File: config.mk
export PLATFORM = sky130hd
export DESIGN_NAME = pst_ctrl
export DESIGN_NICKNAME = d
export VERILOG_FILES = /design/src/pst_pkg.sv /design/src/pst_ctrl.sv
export SDC_FILE = /design/constraint.sdc
export NUM_CORES = 1
export LEC_CHECK = 0
export BUFFER_PORTS_ARGS = -buffer_cell sky130_fd_sc_hd__buf_2
export CAP_MARGIN = 10
export CELL_PAD_IN_SITES_DETAIL_PLACEMENT = 0
export CELL_PAD_IN_SITES_GLOBAL_PLACEMENT = 1
export CORE_UTILIZATION = 29
export CTS_CLUSTER_SIZE = 24
export DETAILED_ROUTE_END_ITERATION = 10
export GPL_ROUTABILITY_DRIVEN = 1
export PLACE_DENSITY = 0.81
export SYNTH_ARGS = -nofsm -noshare
export SYNTH_HDL_FRONTEND = slang
export SYNTH_SLANG_ARGS = --single-unit
export TNS_END_PERCENT = 1
File: constraint.sdc
create_clock -name i_clk -period 2.2 [get_ports i_clk]
set_input_delay 0.22 -clock i_clk [delete_from_list [all_inputs] [get_ports i_clk]]
set_output_delay 0.22 -clock i_clk [all_outputs]
set_load 0.005 [all_outputs]
File: src/pst_pkg.sv
package pst_pkg;

    localparam int TABLE_DEPTH = 64;
    localparam int NAME_BITS   = 128;
    localparam int FULL_BITS   = 128;
    localparam int IDX_W       = $clog2(TABLE_DEPTH);
    localparam int LEN_W       = 8;
    localparam int ADDR_W      = 32;
    localparam int PORT_W      = 16;

    localparam logic [FULL_BITS-1:0] NAME_MASK = ~({FULL_BITS{1'b1}} >> NAME_BITS);
    localparam logic [LEN_W-1:0]     LEN_MAX   = LEN_W'(NAME_BITS);

    typedef enum logic [1:0] {
        REQ_ADD    = 2'd0,
        REQ_REMOVE = 2'd1,
        REQ_FIND   = 2'd2,
        REQ_NONE   = 2'd3
    } t_req;

    typedef enum logic [1:0] {
        ST_DONE    = 2'd0,
        ST_MATCH   = 2'd1,
        ST_NOMATCH = 2'd2,
        ST_FULL    = 2'd3
    } t_status;

    typedef enum logic [2:0] {
        S_IDLE,
        S_CMP,
        S_SCAN,
        S_READ,
        S_CHECK,
        S_OUT
    } t_state;

    typedef struct packed {
        logic    load_req;
        logic    cmp;
        logic    pick;
        logic    len_inc;
        logic    write_entry;
        logic    clear_entry;
        logic    out_load;
        logic    out_from_rd;
        t_status out_status;
    } t_cmd;

    typedef struct packed {
        t_req req;
        logic sel_any;
        logic slen_end;
        logic free_any;
        logic rd_match;
    } t_stat;

    function automatic logic [FULL_BITS-1:0] name_mask(input logic [LEN_W-1:0] k);
        name_mask = ~({FULL_BITS{1'b1}} >> k) & NAME_MASK;
    endfunction

endpackage

File: src/pst_ctrl.sv
module pst_ctrl (
    input  logic          i_clk,
    input  logic          i_rst_n,
    input  logic          i_in_valid,
    output logic          o_in_ready,
    output logic          o_out_valid,
    input  logic          i_out_ready,
    input  logic          i_out_last,
    input  pst_pkg::t_stat i_stat,
    output pst_pkg::t_cmd  o_cmd
);
    import pst_pkg::*;

    t_state r_state, n_state;

    always_ff @(posedge i_clk) begin
        if (!i_rst_n) begin
            r_state <= S_IDLE;
        end else begin
            r_state <= n_state;
        end
    end

    always_comb begin
        n_state = r_state;
        case (r_state)
            S_IDLE: begin
                if (i_in_valid) n_state = S_CMP;
            end
            S_CMP: begin
                if (i_stat.req == REQ_NONE) n_state = S_OUT;
                else n_state = S_SCAN;
            end
            S_SCAN: begin
                if (i_stat.sel_any) begin
                    n_state = S_READ;
                end else if (i_stat.req == REQ_FIND) begin
                    if (i_stat.slen_end) n_state = S_OUT;
                end else begin
                    n_state = S_OUT;
                end
            end
            S_READ: n_state = S_CHECK;
            S_CHECK: begin
                if (i_stat.req == REQ_FIND || i_stat.rd_match) n_state = S_OUT;
                else n_state = S_SCAN;
            end
            S_OUT: begin
                if (i_out_ready) n_state = i_out_last ? S_IDLE : S_SCAN;
            end
            default: n_state = S_IDLE;
        endcase
    end

    always_comb begin
        o_cmd       = '0;
        o_in_ready  = 1'b0;
        o_out_valid = 1'b0;
        case (r_state)
            S_IDLE: begin
                o_in_ready     = 1'b1;
                o_cmd.load_req = i_in_valid;
            end
            S_CMP: begin
                o_cmd.cmp = 1'b1;
                if (i_stat.req == REQ_NONE) begin
                    o_cmd.out_load   = 1'b1;
                    o_cmd.out_status = ST_DONE;
                end
            end
            S_SCAN: begin
                if (i_stat.sel_any) begin
                    o_cmd.pick = 1'b1;
                end else if (i_stat.req == REQ_FIND) begin
                    if (i_stat.slen_end) begin
                        o_cmd.out_load   = 1'b1;
                        o_cmd.out_status = ST_NOMATCH;
                    end else begin
                        o_cmd.len_inc = 1'b1;
                    end
                end else begin
                    o_cmd.out_load = 1'b1;
                    if (i_stat.req == REQ_ADD) begin
                        if (i_stat.free_any) begin
                            o_cmd.write_entry = 1'b1;
                            o_cmd.out_status  = ST_DONE;
                        end else begin
                            o_cmd.out_status  = ST_FULL;
                        end
                    end else begin
                        o_cmd.out_status = ST_DONE;
                    end
                end
            end
            S_READ: ;
            S_CHECK: begin
                if (i_stat.req == REQ_FIND) begin
                    o_cmd.out_load    = 1'b1;
                    o_cmd.out_from_rd = 1'b1;
                    o_cmd.out_status  = ST_MATCH;
                end else if (i_stat.rd_match) begin
                    o_cmd.out_load    = 1'b1;
                    o_cmd.out_status  = ST_DONE;
                    o_cmd.clear_entry = (i_stat.req == REQ_REMOVE);
                end
            end
            S_OUT: o_out_valid = 1'b1;
            default: ;
        endcase
    end

endmodule

Word level (Yosys, flattened, before mapping)
Cells that the tools add are included.
{"block": "word_totals", "elab_cells": 55, "input_bits": 11, "register_bits": 3, "output_inout_bits": 12}
{"block": "op_classes", "n_reduce_logical": 4, "eq_ne": 11, "n_mux": 39}
{"cell": "$mux 3", "count": 8}
{"cell": "$mux 1", "count": 20}
{"cell": "$pmux 3 s6", "count": 1}
{"cell": "$mux 2", "count": 8}
{"cell": "$eq 3x2->1 const B", "count": 2}
{"cell": "$eq 3x3->1 const B", "count": 2}
{"cell": "$eq 2x2->1 const B", "count": 2}
{"cell": "$ne 2x2->1 const B", "count": 2}
{"cell": "$ne 4x4->1 const B", "count": 1}
{"cell": "$pmux 2 s2", "count": 1}
{"cell": "$eq 3x1->1 const B", "count": 1}
{"cell": "$logic_not 3->1", "count": 1}
{"cell": "$pmux 1 s3", "count": 1}
{"cell": "$reduce_and 3->1", "count": 1}
{"cell": "$eq 2x1->1 const B", "count": 1}
{"cell": "$logic_not 2->1", "count": 1}
{"cell": "$logic_or 1x1->1", "count": 1}

Longest topological paths before layout
{"block": "depth", "depth_word": 5, "mapped_depth": 5, "mapped_depth_nobuf": 4}

Least setup slack after synthesis
Ideal clock, no wire load.
{"block": "synth_path", "path_kind": "register to output", "from": "register r_state[0]", "to": "output o_cmd[1] (netlist name)", "stages_incl_launch_ff": 3, "arrival_ns": 1.244, "n_path_buf": 0, "slack_ns": 0.736, "t_required_ns": 1.980, "cell_sequence": "dfxtp_1 or4b_4 a2111oi_2"}
{"element": "start: declaration", "line_no": "pst_ctrl.sv:14", "source": "t_state r_state, n_state;"}
{"element": "start signal: assignment", "line_no": "pst_ctrl.sv:20", "source": "r_state <= n_state;"}
{"element": "end: declaration", "line_no": "pst_ctrl.sv:10", "source": "output pst_pkg::t_cmd o_cmd"}

==> run metrics <==
outcome completed; DIE AREA ~1500 µm²; total grt overflow 0; Die W between 30 and 40 µm; Synth area leader dfxtp_1; Worst Reg-to-Reg Cells 4; first-pass GRT wire length 1530 µm; TritonCTS Buffers 3; most common cell in the synthesized netlist nor3_1; 1st-iter DRT viols 8; Clock transition at path regs roughly 0.040 ns; Largest Register r_state; Die H about 39 µm; r2r startpoint r_state[1]; clock tree sinks 3; Top Family by Delay on Critical Path simple AND/OR/NAND/NOR gates; Root Buffer clkbuf_4; largest net degree at the start of global routing 14; area share of the largest cell type after synthesis between 10% and 20%; final slew viol count 0; antenna cells 0; routed len/inst just over 10 µm; CP Launch Point r_state[1]; max cap viols 0; port buffer count 22; GP Congestion 0.753; DRC viols 0; drt first pass iters 4; Setup TNS 0 ns; pre-CTS WS between 0.4 and 0.5 ns; Cell Area, Synth roughly 400 µm²; CP Data Required Time between 1.5 and 2 ns; Layout area overhead 34.7%; worst IR drop on VDD around 0.5 mV; Worst Tran Pin Value between 0.3 and 0.4 ns; Critical Path Stages 3; WHS Endpoint r_state[0]; Initial Util between 30% and 40%; synthesized instance count 62; GRT Util Overall between 10% and 20%; max reg flops 3; initial antenna violation count 0; # setup viols final 0; CP max stage delay roughly 0.55 ns; syn_nets 73; FFs w/ async S/R, synth 0%; Clock Skew ~0.00060 ns; CTS max path bufs 2; Detailed Place HPWL 813 µm; sequential fraction of the synthesis area approximately 15%; Hold Path Class in2reg; worst path cell trace or4b_4 > a2111oi_2 > buf_2; worst skew pair latency ~0.23 ns; Worst Hold Path Cells 3; fmax 496 MHz; CTS resizes 0; vias in the first global route 382; layout cells sized above 1 about a third; Post-synth top cells nor3_1, nor2_1; WP buf/inv 1; number of synthesized flops with an enable pin 0; crit start category flip-flop; ys flop type dfxtp_1; Regs by FF count r_state (3); via count approximately 510; crit share post-route about nine tenths; I/O pin count 23; synthesized flop and latch total 3; Avg Synthesized Cell Area 6.52 µm²; worst reg2reg endpoint r_state[2]; post-route setup slack 0.184 ns; Lkg Pwr 0.000238 µW; wirelength, routed slightly above 1000 µm; slowest stage cell, crit path or4b_4; slew margin rel. around three quarters; crit path DAT 1.80 ns; reg2reg setup slack ~0.56 ns; Area contributors post-synth dfxtp_1, nor3_1, nand2b_1; Power Density ~540 nW/µm²; crit-path max FO 13; post-CTS setup buffer count 0; Final nets 96; RSZ-0062 raised after global routing no; crit end category output pin; CTS Hold Bufs 0; Final ANT Viol Nets 0; Syn. warnings 0; Vias per Instance roughly 5.2; CTS tree yes; core region area between 1000 and 1500 µm²; worst hold start i_rst_n; WS Path Type reg2out; minimum clock period around 2.0 ns; synth unique cells 27; Final Hold Vio Count 0; htree depth 1; row count 13
==> worst max-delay path by stage <==
| stage | end | slack, ns |
|---|---|---|
| after floorplan | o_cmd[1] | 0.74 |
| after global placement | o_cmd[1] | 0.46 |
| after detailed placement | o_cmd[1] | 0.43 |
| after CTS | o_cmd[1] | 0.18 |
| after global routing | o_cmd[1] | 0.06 |
| final | o_cmd[1] | 0.18 |
==> area by class of cell <==
cell class                      count  area [µm²]
Multi-Input combinational cell     50         307
Fill cell                         143         757
Timing Repair Buffer               23         118
Clock buffer                        4        26.3
Tap cell                           15        18.8
Sequential cell                     3        60.1
Inverter                            4        15.0
==> through the flow <==
step	hold WS, ns	area [µm²]	utilization [%]	instances	total power [µW]
finish	0.241	544	41.8	99	293
global route	0.249	544	41.8	99	318
CTS	0.227	544	41.8	99	300
detailed placement	0.459	518	39.8	95	198
global placement	0.459	518	39.8	95	199
floorplan	0.328	404	-	62	156
==> metal layers <==
layer | part of all wire (%) | vias up | global-route usage (%)
met4 | 0 | 0 | 1.72
met5 | 0 | - | 0
li1 | - | 272 | -
met3 | 3.3 | 0 | 5.11
met1 | 49 | 232 | 17.7
met2 | 48 | 8 | 23.8
==> power by group <==
| group | internal (µW) | switching, µW |
|---|---|---|
| sequential | 62.1 | 17.6 |
| clock | 68.0 | 28.7 |
| combinational | 56.1 | 60.9 |
| total | 186 | 107 |
==> worst reg2reg max path, stage by stage (launching register included) <==
cell and delay, ns:
dfxtp_1 0.52, or4b_4 0.55, nor3_2 0.20, nand3b_1 0.16
a221oi_1 0.09
==> kinds of logic after synthesis <==
group / synth area share (%)
AO/OA/AOI/OAI: 25.4
buffers and inverters: 9.29
flip-flops: 14.9
AND/OR/NAND/NOR: 50.5
==> cells in the final DEF (no fill, tap or decap), drive strengths merged <==
cell,n
buf,23
o22ai,1
nor2b,4
a32o,1
or3,1
a2111oi,1
nor2,5
nand3,1
nand3b,3
clkbuf,4
a22oi,1
a31oi,2
dfxtp,3
nand2b,4
inv,4
nor4,1
nor3b,2
nor3,8
o21ai,4
and2,1
a21oi,3
a221oi,1
nand2,4
or4b,1
o31ai,1
Note: power is estimated with default switching activity, not from simulation.
